===== config.mk =====
export PLATFORM = sky130hd
export DESIGN_NAME = distance_vector_router_top
export DESIGN_NICKNAME = d
export VERILOG_FILES = /design/src/rtl/core/dvr_pkg.sv /design/src/rtl/core/distance_vector_router_top.sv /design/src/rtl/core/dvr_ram.sv
export SDC_FILE = /design/constraint.sdc
export NUM_CORES = 2
export LEC_CHECK = 0
export BUFFER_PORTS_ARGS = -buffer_cell sky130_fd_sc_hd__buf_2
export CORE_MARGIN = 2
export CORE_UTILIZATION = 55
export DETAILED_ROUTE_END_ITERATION = 16
export PLACE_DENSITY = 0.74
export SYNTH_ARGS = -nofsm -noshare
export SYNTH_HDL_FRONTEND = slang
export SYNTH_SLANG_ARGS = --single-unit

===== constraint.sdc =====
create_clock -name clk -period 8.05 [get_ports clk]
set_clock_uncertainty 0.2 [all_clocks]
set_input_delay 0.805 -clock clk [delete_from_list [all_inputs] [get_ports clk]]
set_output_delay 0.805 -clock clk [all_outputs]
set_load 0.005 [all_outputs]

===== src/rtl/core/dvr_pkg.sv =====
// dvr_pkg: types and constants shared by the distance-vector router
// no dependencies
`default_nettype none
package dvr_pkg;
    localparam int COST_W = 21;
    localparam int IDX_W  = 3;
    localparam int HOP_W  = 4;
    localparam int CNT_W  = 4;
    localparam int SLOTS  = 8;
    localparam int ADDR_W = 2 * IDX_W;
    localparam int DEPTH  = SLOTS * SLOTS;

    localparam logic signed [COST_W-1:0] COST_NONE = '1;
    localparam logic signed [COST_W-1:0] COST_ZERO = '0;
    localparam logic signed [COST_W-1:0] COST_MAX  = {1'b0, {(COST_W-1){1'b1}}};
    localparam logic signed [COST_W-1:0] COST_MIN  = {1'b1, {(COST_W-1){1'b0}}};
    localparam logic signed [HOP_W-1:0]  HOP_NONE  = '1;

    typedef enum logic [1:0] {
        CMD_LINK = 2'd0,
        CMD_VEC  = 2'd1,
        CMD_CHG  = 2'd2,
        CMD_QRY  = 2'd3
    } cmd_t;

    localparam logic KIND_ADV = 1'b0;
    localparam logic KIND_ANS = 1'b1;

    typedef enum logic [3:0] {
        ST_IDLE,
        ST_INIT,
        ST_IA_N,
        ST_IA_J,
        ST_RC_T,
        ST_RC_RD,
        ST_RC_FIN,
        ST_ADV_N,
        ST_ADV_RD,
        ST_ADV_OUT,
        ST_QRY
    } state_t;
endpackage
`default_nettype wire


===== src/rtl/core/distance_vector_router_top.sv =====
// distance_vector_router_top: distance-vector router, bellman-ford with poison reverse
// depends on dvr_pkg and dvr_ram (cost table memory, 8x8 entries)
// a query is answered from the hop table; a recompute reads each target's cost via every
// neighbour and advertises every entry if a route changed; a rebuild writes the link row,
// then sends link costs to neighbours; input is taken only when idle, one command at a time
// reset: tables take their reset values at once through per-entry valid bits
`default_nettype none
module distance_vector_router_top #(
    parameter int NODES = 8
) (
    input  wire logic        clk,
    input  wire logic        rst_n,
    input  wire logic        cfg_valid,
    output logic             cfg_ready,
    input  wire logic [2:0]  cfg_data,      // my_node
    input  wire logic        s_axis_tvalid,
    output logic             s_axis_tready,
    input  wire logic [31:0] s_axis_tdata,  // node[2:0], source[5:3], cost[26:6]
    input  wire logic [1:0]  s_axis_tuser,  // cmd[1:0]
    input  wire logic        s_axis_tlast,  // last
    output logic             m_axis_tvalid,
    input  wire logic        m_axis_tready,
    output logic [31:0]      m_axis_tdata,  // dest_nbr[2:0], entry_target[5:3],
                                            // entry_cost[26:6], route_hop[30:27],
                                            // packet_end[31]
    output logic [0:0]       m_axis_tuser,  // kind
    output logic             m_axis_tlast   // run_last
);
    import dvr_pkg::*;

    localparam logic [CNT_W-1:0] NODES_C = CNT_W'(NODES);

    state_t state_reg, state_next;
    logic [IDX_W-1:0] my_reg;
    logic signed [COST_W-1:0] link_reg [SLOTS];
    logic signed [COST_W-1:0] link_next [SLOTS];
    logic signed [HOP_W-1:0]  hop_reg [SLOTS];
    logic signed [HOP_W-1:0]  hop_next [SLOTS];
    logic [DEPTH-1:0] vld_reg, vld_next;
    logic [CNT_W-1:0] t_reg, t_next, k_reg, k_next, n_reg, n_next, i_reg, i_next;
    logic [CNT_W-1:0] kd_reg, kd_next;
    logic pipe_reg, pipe_next;
    logic found_reg, found_next, changed_reg, changed_next;
    logic signed [COST_W-1:0] best_reg, best_next;
    logic signed [HOP_W-1:0]  bhop_reg, bhop_next;
    logic [IDX_W-1:0] qnode_reg, qnode_next;

    logic out_valid_reg;
    logic out_kind_reg, out_pend_reg, out_last_reg;
    logic [IDX_W-1:0] out_dest_reg, out_tgt_reg;
    logic signed [COST_W-1:0] out_cost_reg;
    logic signed [HOP_W-1:0]  out_hop_reg;

    logic emit, e_kind, e_pend, e_last;
    logic [IDX_W-1:0] e_dest, e_tgt;
    logic signed [COST_W-1:0] e_cost;
    logic signed [HOP_W-1:0]  e_hop;

    logic we, re;
    logic [ADDR_W-1:0] waddr, raddr, rd_addr_reg;
    logic [COST_W-1:0] wdata, rdata;
    logic rd_vld_reg;
    logic signed [COST_W-1:0] eff;
    logic [SLOTS-1:0] neigh;
    logic ofree, in_acc;
    logic [IDX_W-1:0] in_node, in_src;
    logic signed [COST_W-1:0] in_cost;
    logic signed [COST_W:0] sum;
    logic signed [COST_W-1:0] sat;

    dvr_ram #(.WIDTH(COST_W), .DEPTH(DEPTH)) u_cost (
        .clk   (clk),
        .we    (we),
        .waddr (waddr),
        .wdata (wdata),
        .re    (re),
        .raddr (raddr),
        .rdata (rdata)
    );

    assign cfg_ready     = 1'b1;
    assign s_axis_tready = (state_reg == ST_IDLE);
    assign in_acc        = s_axis_tvalid && s_axis_tready;
    assign in_node       = s_axis_tdata[2:0];
    assign in_src        = s_axis_tdata[5:3];
    assign in_cost       = s_axis_tdata[26:6];
    assign ofree         = !out_valid_reg || m_axis_tready;

    assign m_axis_tvalid = out_valid_reg;
    assign m_axis_tdata  = {out_pend_reg, out_hop_reg, out_cost_reg, out_tgt_reg, out_dest_reg};
    assign m_axis_tuser  = out_kind_reg;
    assign m_axis_tlast  = out_last_reg;

    always_comb
    begin
        for (int j = 0; j < SLOTS; j++)
        begin
            neigh[j] = (j < NODES) && (link_reg[j] != COST_NONE)
                       && (my_reg != IDX_W'(j));
        end
    end

    // unwritten entries read as their reset value
    assign eff = rd_vld_reg ? $signed(rdata)
               : ((rd_addr_reg[ADDR_W-1:IDX_W] == rd_addr_reg[IDX_W-1:0]) ? COST_ZERO
                                                                           : COST_NONE);

    assign sum = $signed({link_reg[kd_reg[IDX_W-1:0]][COST_W-1], link_reg[kd_reg[IDX_W-1:0]]})
               + $signed({eff[COST_W-1], eff});
    always_comb
    begin
        if (sum > $signed({COST_MAX[COST_W-1], COST_MAX}))
        begin
            sat = COST_MAX;
        end
        else if (sum < $signed({COST_MIN[COST_W-1], COST_MIN}))
        begin
            sat = COST_MIN;
        end
        else
        begin
            sat = sum[COST_W-1:0];
        end
    end

    always_comb
    begin
        state_next   = state_reg;
        link_next    = link_reg;
        hop_next     = hop_reg;
        vld_next     = vld_reg;
        t_next       = t_reg;
        k_next       = k_reg;
        n_next       = n_reg;
        i_next       = i_reg;
        kd_next      = kd_reg;
        pipe_next    = 1'b0;
        found_next   = found_reg;
        changed_next = changed_reg;
        best_next    = best_reg;
        bhop_next    = bhop_reg;
        qnode_next   = qnode_reg;
        we = 1'b0;
        waddr = '0;
        wdata = '0;
        re = 1'b0;
        raddr = '0;
        emit = 1'b0;
        e_kind = KIND_ADV;
        e_dest = '0;
        e_tgt = '0;
        e_cost = COST_ZERO;
        e_hop = '0;
        e_pend = 1'b0;
        e_last = 1'b0;

        case (state_reg)
            ST_IDLE:
            begin
                if (in_acc)
                begin
                    case (cmd_t'(s_axis_tuser))
                        CMD_LINK:
                        begin
                            if ({1'b0, in_node} < NODES_C)
                            begin
                                link_next[in_node] = in_cost;
                            end
                            if (s_axis_tlast)
                            begin
                                vld_next = '0;
                                for (int j = 0; j < SLOTS; j++)
                                begin
                                    hop_next[j] = HOP_NONE;
                                end
                                i_next = '0;
                                state_next = ST_INIT;
                            end
                        end
                        CMD_VEC:
                        begin
                            if ({1'b0, in_node} < NODES_C && {1'b0, in_src} < NODES_C)
                            begin
                                we = 1'b1;
                                waddr = {in_src, in_node};
                                wdata = in_cost;
                                vld_next[{in_src, in_node}] = 1'b1;
                            end
                            if (s_axis_tlast)
                            begin
                                t_next = '0;
                                changed_next = 1'b0;
                                state_next = ST_RC_T;
                            end
                        end
                        CMD_CHG:
                        begin
                            if ({1'b0, in_node} < NODES_C)
                            begin
                                link_next[in_node] = in_cost;
                            end
                            t_next = '0;
                            changed_next = 1'b0;
                            state_next = ST_RC_T;
                        end
                        default:
                        begin
                            qnode_next = in_node;
                            state_next = ST_QRY;
                        end
                    endcase
                end
            end
            ST_INIT:
            begin
                if (i_reg == NODES_C)
                begin
                    n_next = '0;
                    state_next = ST_IA_N;
                end
                else
                begin
                    if (link_reg[i_reg[IDX_W-1:0]] != COST_NONE)
                    begin
                        we = 1'b1;
                        waddr = {my_reg, i_reg[IDX_W-1:0]};
                        wdata = link_reg[i_reg[IDX_W-1:0]];
                        vld_next[{my_reg, i_reg[IDX_W-1:0]}] = 1'b1;
                        hop_next[i_reg[IDX_W-1:0]] = HOP_W'(i_reg);
                    end
                    i_next = i_reg + 1'b1;
                end
            end
            ST_IA_N:
            begin
                if (n_reg == NODES_C)
                begin
                    state_next = ST_IDLE;
                end
                else if (neigh[n_reg[IDX_W-1:0]])
                begin
                    i_next = '0;
                    state_next = ST_IA_J;
                end
                else
                begin
                    n_next = n_reg + 1'b1;
                end
            end
            ST_IA_J:
            begin
                if (i_reg == NODES_C)
                begin
                    n_next = n_reg + 1'b1;
                    state_next = ST_IA_N;
                end
                else if (!neigh[i_reg[IDX_W-1:0]])
                begin
                    i_next = i_reg + 1'b1;
                end
                else if (ofree)
                begin
                    emit = 1'b1;
                    e_dest = n_reg[IDX_W-1:0];
                    e_tgt = i_reg[IDX_W-1:0];
                    e_cost = link_reg[i_reg[IDX_W-1:0]];
                    e_pend = (neigh & (8'hFE << i_reg[IDX_W-1:0])) == '0;
                    e_last = e_pend && ((neigh & (8'hFE << n_reg[IDX_W-1:0])) == '0);
                    i_next = i_reg + 1'b1;
                end
            end
            ST_RC_T:
            begin
                if (t_reg == NODES_C)
                begin
                    n_next = '0;
                    state_next = changed_reg ? ST_ADV_N : ST_IDLE;
                end
                else if (t_reg == {1'b0, my_reg})
                begin
                    t_next = t_reg + 1'b1;
                end
                else
                begin
                    k_next = '0;
                    found_next = 1'b0;
                    best_next = COST_NONE;
                    bhop_next = HOP_NONE;
                    state_next = ST_RC_RD;
                end
            end
            ST_RC_RD:
            begin
                if (pipe_reg && neigh[kd_reg[IDX_W-1:0]] && eff != COST_NONE
                    && (!found_reg || sat < best_reg))
                begin
                    found_next = 1'b1;
                    best_next = sat;
                    bhop_next = HOP_W'(kd_reg);
                end
                re = 1'b1;
                raddr = (k_reg == NODES_C) ? {my_reg, t_reg[IDX_W-1:0]}
                                           : {k_reg[IDX_W-1:0], t_reg[IDX_W-1:0]};
                kd_next = k_reg;
                pipe_next = (k_reg != NODES_C);
                if (k_reg == NODES_C)
                begin
                    state_next = ST_RC_FIN;
                end
                else
                begin
                    k_next = k_reg + 1'b1;
                end
            end
            ST_RC_FIN:
            begin
                if (best_reg != eff)
                begin
                    we = 1'b1;
                    waddr = {my_reg, t_reg[IDX_W-1:0]};
                    wdata = best_reg;
                    vld_next[{my_reg, t_reg[IDX_W-1:0]}] = 1'b1;
                    hop_next[t_reg[IDX_W-1:0]] = bhop_reg;
                    changed_next = 1'b1;
                end
                t_next = t_reg + 1'b1;
                state_next = ST_RC_T;
            end
            ST_ADV_N:
            begin
                if (n_reg == NODES_C)
                begin
                    state_next = ST_IDLE;
                end
                else if (neigh[n_reg[IDX_W-1:0]])
                begin
                    i_next = '0;
                    state_next = ST_ADV_RD;
                end
                else
                begin
                    n_next = n_reg + 1'b1;
                end
            end
            ST_ADV_RD:
            begin
                re = 1'b1;
                raddr = {my_reg, i_reg[IDX_W-1:0]};
                state_next = ST_ADV_OUT;
            end
            ST_ADV_OUT:
            begin
                if (ofree)
                begin
                    emit = 1'b1;
                    e_dest = n_reg[IDX_W-1:0];
                    e_tgt = i_reg[IDX_W-1:0];
                    // poison reverse
                    e_cost = (hop_reg[i_reg[IDX_W-1:0]] == HOP_W'(n_reg)) ? COST_NONE : eff;
                    e_pend = (i_reg == NODES_C - 1'b1);
                    e_last = e_pend && ((neigh & (8'hFE << n_reg[IDX_W-1:0])) == '0);
                    if (e_pend)
                    begin
                        n_next = n_reg + 1'b1;
                        state_next = ST_ADV_N;
                    end
                    else
                    begin
                        i_next = i_reg + 1'b1;
                        state_next = ST_ADV_RD;
                    end
                end
            end
            ST_QRY:
            begin
                if (ofree)
                begin
                    emit = 1'b1;
                    e_kind = KIND_ANS;
                    e_hop = ({1'b0, qnode_reg} < NODES_C) ? hop_reg[qnode_reg] : HOP_NONE;
                    e_last = 1'b1;
                    state_next = ST_IDLE;
                end
            end
            default:
            begin
                state_next = ST_IDLE;
            end
        endcase
    end

    always_ff @(posedge clk or negedge rst_n)
    begin
        if (!rst_n)
        begin
            state_reg     <= ST_IDLE;
            my_reg        <= '0;
            vld_reg       <= '0;
            out_valid_reg <= 1'b0;
            pipe_reg      <= 1'b0;
            found_reg     <= 1'b0;
            changed_reg   <= 1'b0;
            t_reg         <= '0;
            k_reg         <= '0;
            n_reg         <= '0;
            i_reg         <= '0;
            kd_reg        <= '0;
            for (int j = 0; j < SLOTS; j++)
            begin
                link_reg[j] <= COST_NONE;
                hop_reg[j]  <= HOP_NONE;
            end
        end
        else
        begin
            state_reg   <= state_next;
            vld_reg     <= vld_next;
            link_reg    <= link_next;
            hop_reg     <= hop_next;
            pipe_reg    <= pipe_next;
            found_reg   <= found_next;
            changed_reg <= changed_next;
            t_reg       <= t_next;
            k_reg       <= k_next;
            n_reg       <= n_next;
            i_reg       <= i_next;
            kd_reg      <= kd_next;
            if (cfg_valid && cfg_ready)
            begin
                my_reg <= cfg_data;
            end
            if (emit)
            begin
                out_valid_reg <= 1'b1;
            end
            else if (m_axis_tready)
            begin
                out_valid_reg <= 1'b0;
            end
        end
    end

    always_ff @(posedge clk)
    begin
        best_reg  <= best_next;
        bhop_reg  <= bhop_next;
        qnode_reg <= qnode_next;
        if (re)
        begin
            rd_addr_reg <= raddr;
            rd_vld_reg  <= vld_reg[raddr];
        end
        if (emit)
        begin
            out_kind_reg <= e_kind;
            out_dest_reg <= e_dest;
            out_tgt_reg  <= e_tgt;
            out_cost_reg <= e_cost;
            out_hop_reg  <= e_hop;
            out_pend_reg <= e_pend;
            out_last_reg <= e_last;
        end
    end
endmodule
`default_nettype wire


===== src/rtl/core/dvr_ram.sv =====
// dvr_ram: generic simple dual-port ram with registered read
// no dependencies
`default_nettype none
module dvr_ram #(
    parameter int WIDTH = 21,
    parameter int DEPTH = 64
) (
    input  wire logic                     clk,
    input  wire logic                     we,
    input  wire logic [$clog2(DEPTH)-1:0] waddr,
    input  wire logic [WIDTH-1:0]         wdata,
    input  wire logic                     re,
    input  wire logic [$clog2(DEPTH)-1:0] raddr,
    output logic      [WIDTH-1:0]         rdata
);
    logic [WIDTH-1:0] mem [DEPTH];

    always_ff @(posedge clk)
    begin
        if (we)
        begin
            mem[waddr] <= wdata;
        end
        if (re)
        begin
            rdata <= mem[raddr];
        end
    end
endmodule
`default_nettype wire


-- After elaboration in Yosys (flattened, before gate mapping)
Memories as Yosys holds them, arrays and structs flattened. A register that Yosys moved wholly into a read port is not among the register bits.
Index checks and enable logic that the tools add are counted.
- register bits: 364
- output and inout port bits: 37
- memories: 1
- memory bits (writable): 1344
- input bits: 43
- shifts and indexed selects: 2
- bitwise logic cells: 11
- magnitude comparators: 21
- add/sub/neg operators: 5
- reductions and logical operators: 54
- eq/ne operators: 71
- muxes and demuxes: 170
- memories (memory ; depth ; width ; rd ports ; clocked after Yosys merged registers in ; write ports ; RTL line ; text):
    u_cost.mem ; 64 ; 21 ; 1 ; 1 ; 1 ; dvr_ram.sv:16 ; logic [WIDTH-1:0] mem [DEPTH];
- operator list (cell ; count):
    $mux 21 ; 22
    $mux 64 ; 5
    $ne 21x1->1 const B ; 10
    $mux 32 ; 6
    $or 64x64->64 ; 3
    $pmux 64 s3 ; 1
    $mux 4 ; 47
    $bwmux 168 ; 1
    $pmux 64 s2 ; 1
    $bmux 21 s3 ; 2
    $pmux 32 s3 ; 1
    $pmux 21 s2 ; 2
    $bwmux 32 ; 2
    $demux 21 s3 ; 1
    $pmux 21 s3 ; 1
    $pmux 4 s10 ; 1
    $pmux 4 s5 ; 2
    $ne 2x2->1 const B ; 19
    $mux 6 ; 6
    $mux 1 ; 35
    $ne 3x3->1 const B ; 10
    $eq 4x4->1 const B ; 7
    $lt 6x7->1 const B ; 4
    $bmux 4 s3 ; 2
    58 further kinds ; 143

-- Longest topological paths before layout
- depth in word-level cells: 13
- gate-level depth with buffers: 28
- depth with buffers taken out: 25

-- Cells and area by module
Synthesis repeated with hierarchy kept, for this count alone.
- cells, all modules: 4894
- area, all modules: 77544.4 um2
- modules (own cells, without submodules) (module ; times used ; cells an instance ; area each (um2) ; seq. area each (um2)):
    dvr_ram ; 1 ; 2331 ; 52246.4 ; 40989.3
    distance_vector_router_top ; 1 ; 2563 ; 25298.0 ; 9704.3

-- Worst setup path before layout
OpenSTA, ideal clock, no wires.
- kind: register to register
- start: register kd_reg[0]
- end: register best_reg[0] (enable)
- setup slack: 0.618 ns
- data arrival time: 6.849 ns
- stages on the path, launching flop included: 27
- setup time: 0.383 ns
- required time: 7.467 ns
- path buffers: 4
- cells stage by stage: dfrtp_1 buf_2 buf_1 mux4_2 mux2_2 ha_1 clkbuf_1 a21oi_1 o21ai_0 a221o_1 a221o_1 a221o_1 a211oi_1 a31oi_1 clkbuf_1 nand2_1 nand2_1 ha_1 a21o_1 a21o_1 a21oi_1 o21ai_0 a31o_2 a2111oi_0 o311ai_0 mux2i_1 o21a_1
- longest elaborated chain between the ends: 13
- elaborated cells between the ends (all ways): 18
- classes of those cells: add/sub (1); order compare (3); eq/ne (1); mux (7); bitwise (1); reduce/logical (5)
- RTL lines (what ; RTL line ; text):
    start, declared ; distance_vector_router_top.sv:41 ; logic [CNT_W-1:0] kd_reg, kd_next;
    start signal, assigned ; distance_vector_router_top.sv:427 ; kd_reg <= kd_next;
    $not 3->4 (implied by the code) * ; distance_vector_router_top.sv:108 ; assign sum = $signed({link_reg[kd_reg[IDX_W-1:0]][COST_W-1], link_reg[kd_reg[IDX_W-1:0]]})
    $bmux 21 s3 * ; distance_vector_router_top.sv:108 ;
    $mux 21 (implied by the code) * (2 in a row) ; distance_vector_router_top.sv:108 ;
    $add 21x21->22 * ; distance_vector_router_top.sv:109 ; + $signed({eff[COST_W-1], eff});
    $lt 22x21->1 ; distance_vector_router_top.sv:116 ; else if (sum < $signed({COST_MIN[COST_W-1], COST_MIN}))
    $mux 21 ; distance_vector_router_top.sv:116 ;
    $mux 21 * ; distance_vector_router_top.sv:112 ; if (sum > $signed({COST_MAX[COST_W-1], COST_MAX}))
    via sat[6] ; distance_vector_router_top.sv:69 ; logic signed [COST_W-1:0] sat;
    $lt 21x21->1 * ; distance_vector_router_top.sv:295 ; && (!found_reg || sat < best_reg))
    $logic_or 1x1->1 * ; distance_vector_router_top.sv:295 ;
    $logic_and 1x1->1 * ; distance_vector_router_top.sv:295 ;
    $ne 2x2->1 (no line) * ; n/a ;
    $reduce_and 4->1 (no line) * ; n/a ;
    end signal, assigned ; distance_vector_router_top.sv:445 ; best_reg <= best_next;
    end, declared ; distance_vector_router_top.sv:44 ; logic signed [COST_W-1:0] best_reg, best_next;
Mark *: on every way through the listed nets, which the timed path passes. The rest lies on a longest branch. The select of a mux whose other input is x is not followed.
A chain may end at the register's enable or synchronous reset.

-- Worst setup path in the final report
- start: register rd_addr_reg[2]
- end: register best_reg[3] (enable)
- longest elaborated chain between the ends: 12
- elaborated cells between the ends (all ways): 15
- classes of those cells: add/sub (1); order compare (3); eq/ne (3); mux (4); reduce/logical (4)
- RTL lines (what ; RTL line ; text):
    start, declared ; distance_vector_router_top.sv:60 ; logic [ADDR_W-1:0] waddr, raddr, rd_addr_reg;
    start signal, assigned ; distance_vector_router_top.sv:450 ; rd_addr_reg <= raddr;
    $eq 3x3->1 * ; distance_vector_router_top.sv:105 ; : ((rd_addr_reg[ADDR_W-1:IDX_W] == rd_addr_reg[IDX_W-1:0]) ? COST_ZERO
    $mux 21 * ; distance_vector_router_top.sv:105 ;
    $mux 21 * ; distance_vector_router_top.sv:104 ; assign eff = rd_vld_reg ? $signed(rdata)
    $add 21x21->22 * ; distance_vector_router_top.sv:109 ;
    $lt 22x21->1 ; distance_vector_router_top.sv:116 ;
    $mux 21 ; distance_vector_router_top.sv:116 ;
    $mux 21 * ; distance_vector_router_top.sv:112 ;
    via sat[13] ; distance_vector_router_top.sv:69 ;
    $lt 21x21->1 * ; distance_vector_router_top.sv:295 ;
    $logic_or 1x1->1 * ; distance_vector_router_top.sv:295 ;
    $logic_and 1x1->1 * ; distance_vector_router_top.sv:295 ;
    $ne 2x2->1 (no line) * ; n/a ;
    $reduce_and 4->1 (no line) * ; n/a ;
Mark *: on every way through the listed nets, which the timed path passes. The rest lies on a longest branch.

==> flow_summary.yaml <==
synthesis:
  synth.ff_latch_count: 1729
  asyncSetResetFlopFracSynth_pct: 17.1
  yosysSeqAreaShare_pct: 64.4
  biggest_area_consumer_among_synthesized_cells: "sky130_fd_sc_hd__edfxtp_1"
  synthCells: 6360
  yosys.cell_count.top_type: "sky130_fd_sc_hd__edfxtp_1"
  yosys.cell_types.count: 94
  ys_top_cells_by_count: "sky130_fd_sc_hd__edfxtp_1, sky130_fd_sc_hd__nand2_1, sky130_fd_sc_hd__a211oi_1"
  yosys_warnings: 0
  yosys_most_used_dff: "sky130_fd_sc_hd__edfxtp_1"
  synthTopCellsByArea: "sky130_fd_sc_hd__edfxtp_1, sky130_fd_sc_hd__dfstp_2, sky130_fd_sc_hd__nand2_1"
  syn_area_per_cell_um2: 12.4
  synth_top_area_share_pct: 54.7
  synthesis.area_um2: 78700
  synth_enable_flop_cells: 1434
  syn-num-nets: 6461
setup_path:
  required_ns: 8.34
  type_of_origin_of_the_critical_path: "flop"
  cp_common_cell: "sky130_fd_sc_hd__a221o_1"
  timing.critical_path.max_delay_family: "compound AO/OA/AOI/OAI gates"
  cell_with_the_largest_stage_delay_on_the_worst_path: "sky130_fd_sc_hd__or4_4"
  worstPathArrival_ns: 8.02
  cp_cell_sequence: "xor2_1 > or4_4 > o21ai_0 > inv_1 > ha_1 > a21oi_1 > o21ai_0 > a221o_1 > a221o_1 > a221o_1 > a211oi_1 > a31oi_1 > buf_4 > and2_1 > nand2b_1 > ha_1 > nand4_1 > nor4_1 > nand3_1 > o311ai_1 > buf_4 > mux2i_1 > o21a_1 > buf_12"
  critical-path-max-stage-delay_ns: 0.68
  critPathMaxFanout: 25
  worstSetupEndpointType: "flop"
  critical_path_class: "flop to flop"
  buffers_inverters_on_critical_path: 4
finish:
  synthToLayoutAreaGrowth_pct: 11.5
  largest_register_ff_count: 1344
  layout.core_utilization_pct: 61.9
  number_of_nets_in_the_final_layout: 6421
  share_of_cells_above_drive_strength_1_pct: 17.7
clock_tree:
  clock_tree.root_cell: "sky130_fd_sc_hd__clkbuf_16"
  clock_sinks: 1729
  cts_tree: "built"
  clock_insertion_delay_worst_skew_ns: 0.83
  post_cts_clock_slew_at_the_launch_and_capture_registers_of_the_worst_setup_and_hold_paths_ns: 0.06
  tritoncts.num_buffers: 174
  max-clock-path-buffers: 3
  clock_tree.htree_level_count: 4
global_route:
  antenna_found_initial: 8
  maximum_number_of_pins_on_one_net_before_global_route_repair: 165
  via_count_of_the_first_global_routing_pass: 52600
  grt_pass1_wl_um: 338000
  groute.usage.overall_pct: 30.8
  grt-ovfl-total: 0
floorplan:
  placement_rows: 138
  ioPinCount: 80
  fp.coreArea_um2: 142000
  die_height_um: 382
  initial_utilization_pct: 55.5
  fp.dieW_um: 382
  dieArea_um2: 146000
detailed_routing:
  route.final.wire_length_um: 229000
  detail_route.first_pass.iterations: 6
  routed_via_density: 6.62
  initialDrtViolationCount: 7071
  num_vias: 55300
  wl_per_cell_um: 27.4
  drt_drc_violations_left: 0
  ant_nets: 0
sta:
  finalCriticalPeriod_ns: 7.72
  fmax_mhz: 129
  hold_viol: 0
  worst_case_headroom_to_the_max_slew_limit_pct: 11.9
  max_slew.worst_pin.slew_ns: 1.31
  setup_repair_after_global_routing_missed_its_margin: "false"
  report.final.slew_viol_count: 0
  tns_ns: 0
  setup_viol: 0
  layout_worst_path_cycle_share_pct: 96.0
pwr:
  report.power.total_uw: 30200
  pwr_density_cell_nw_per_um2: 344
  p_leak_uw: 0.0300
  ir_drop_worst_vdd_v: 0.000284
place:
  dpl.hpwl_um: 138000
  io_buffer_count: 73
  gp_congestion: 0.989
min_path:
  timing.hold.worst.class: "input pin to flop"
flow_run:
  max_cap_viol_count: 0
outcome:
  outcome: "complete, no violations"
-- power breakdown --
group / internal [uW] / switching, uW / leakage (uW) / total [uW]
clock: 4790 / 3530 / 0.00285 / 8320
sequential: 11700 / 853 / 0.0165 / 12600
combinational: 3150 / 6140 / 0.0106 / 9280
total: 19700 / 10500 / 0.0300 / 30200
-- layout make-up --
| type | count | area (um2) |
|---|---|---|
| multi-input cells | 4057 | 26400 |
| flip-flops and latches | 1729 | 50700 |
| clock inverters | 104 | 1330 |
| inverters | 88 | 345 |
| well taps | 1890 | 2360 |
| fillers | 10500 | 54000 |
| repair buffers | 270 | 2050 |
| clock buffers | 216 | 4550 |
| diodes | 6 | 15.0 |
-- path summary, 6_finish.rpt --
| path | start | end | slack [ns] | depth (start not counted) |
|---|---|---|---|---|
| min in group asynchronous | rst_n | vld_reg[56]$_DFFE_PN0P_ | 0.51 | 2 |
| min reg2reg | hop_reg[21]$_DFFE_PN1P_ | hop_reg[21]$_DFFE_PN1P_ | 0.27 | 2 |
| max reg2reg | rd_addr_reg[2]$_DFFE_PN_ | best_reg[3]$_SDFFCE_PN1P_ | 0.33 | 24 |
| min | cfg_data[1] | my_reg[1]$_DFFE_PN0P_ | 0.04 | 3 |
| max in group asynchronous | rst_n | link_reg[8]$_DFFE_PN1P_ | 5.29 | 4 |
| max | rd_addr_reg[2]$_DFFE_PN_ | best_reg[3]$_SDFFCE_PN1P_ | 0.33 | 24 |
-- cell families (layout without fill, tap and decap cells) --
group	count (synthesis)	in the layout	share of synthesized area, %
muxes	320	320	5.60
adders and majority gates	59	59	0.935
AOI/OAI and AO/OA	1556	1556	13.5
and+or+nand+nor	2089	2089	12.3
other	1	7	0.00476
xor gates and xnor gates	32	32	0.356
buffers and inverters	574	678	2.86
DFF	1729	1729	64.4
-- worst reg2reg max path: cells and delay by family (launching register included) --
kind | cells | cell delay (ns)
AO/OA/AOI/OAI | 10 | 3.17
multiplexers | 1 | 0.19
flip-flops | 1 | 0.37
adder cells (fa/ha/maj) | 2 | 0.59
AND/OR/NAND/NOR | 6 | 1.75
XOR/XNOR | 1 | 0.22
buffers and inverters | 4 | 0.95
-- placed cells by master (no fill, tap or decap), types with 12 or more instances in the layout --
cell type / instances
sky130_fd_sc_hd__buf_12: 15
sky130_fd_sc_hd__nand2_1: 1069
sky130_fd_sc_hd__clkinv_2: 28
sky130_fd_sc_hd__a21o_1: 21
sky130_fd_sc_hd__a31oi_1: 257
sky130_fd_sc_hd__a221o_2: 12
sky130_fd_sc_hd__nor2b_1: 282
sky130_fd_sc_hd__nand2b_1: 26
sky130_fd_sc_hd__ha_1: 58
sky130_fd_sc_hd__dfstp_2: 200
sky130_fd_sc_hd__inv_1: 84
sky130_fd_sc_hd__or3_1: 22
sky130_fd_sc_hd__or4bb_1: 12
sky130_fd_sc_hd__nand4_1: 56
sky130_fd_sc_hd__and3_1: 13
sky130_fd_sc_hd__nor2_1: 210
sky130_fd_sc_hd__mux4_2: 75
sky130_fd_sc_hd__clkinv_1: 33
sky130_fd_sc_hd__buf_2: 72
sky130_fd_sc_hd__bufinv_16: 23
sky130_fd_sc_hd__a22oi_1: 18
sky130_fd_sc_hd__a311oi_1: 176
sky130_fd_sc_hd__a22o_1: 18
sky130_fd_sc_hd__nand3_1: 229
sky130_fd_sc_hd__nor3_1: 23
sky130_fd_sc_hd__buf_4: 180
sky130_fd_sc_hd__mux2i_1: 31
sky130_fd_sc_hd__xor2_1: 15
sky130_fd_sc_hd__xnor2_1: 17
sky130_fd_sc_hd__mux2_2: 214
sky130_fd_sc_hd__clkbuf_1: 38
sky130_fd_sc_hd__dfrtp_1: 91
sky130_fd_sc_hd__clkbuf_16: 174
sky130_fd_sc_hd__a21oi_1: 258
sky130_fd_sc_hd__nor3_2: 51
sky130_fd_sc_hd__a211oi_1: 429
sky130_fd_sc_hd__edfxtp_1: 1434
sky130_fd_sc_hd__o21ai_0: 206
sky130_fd_sc_hd__o211ai_1: 14
-- repair_timing --
| action | 4_1_cts | 5_1_grt |
|---|---|---|
| setup endpoints to repair | 0 | 25 |
| resized for setup | 0 | 3 |
| hold buffers | 2 | 0 |
| hold endpoints to repair | 83 | 0 |
| buffers inserted | 0 | 0 |
-- per-layer routing --
metal	track usage [%]	part of all wire, %	up-vias	routed length (um)
met4	15.0	5.1	2	11700
met3	4.98	9.4	565	21500
met1	41.3	38	27500	87600
met2	49.3	47	3103	108000
met5	0	0.0079	-	18
li1	-	-	24200	-
-- through the flow --
stage               cell area [um2]  std cells  hold slack, ns  setup slack (ns)
detailed placement            81800       8032           0.265             0.157
CTS                           87700       8354          0.0142             0.106
global route                  87700       8357          0.0394            0.0893
finish                        87700       8360          0.0403             0.326
global placement              81800       8032           0.256             0.192
floorplan                     78700       6360           0.239             0.618
No activity file was read; power rests on OpenSTA's default activity.
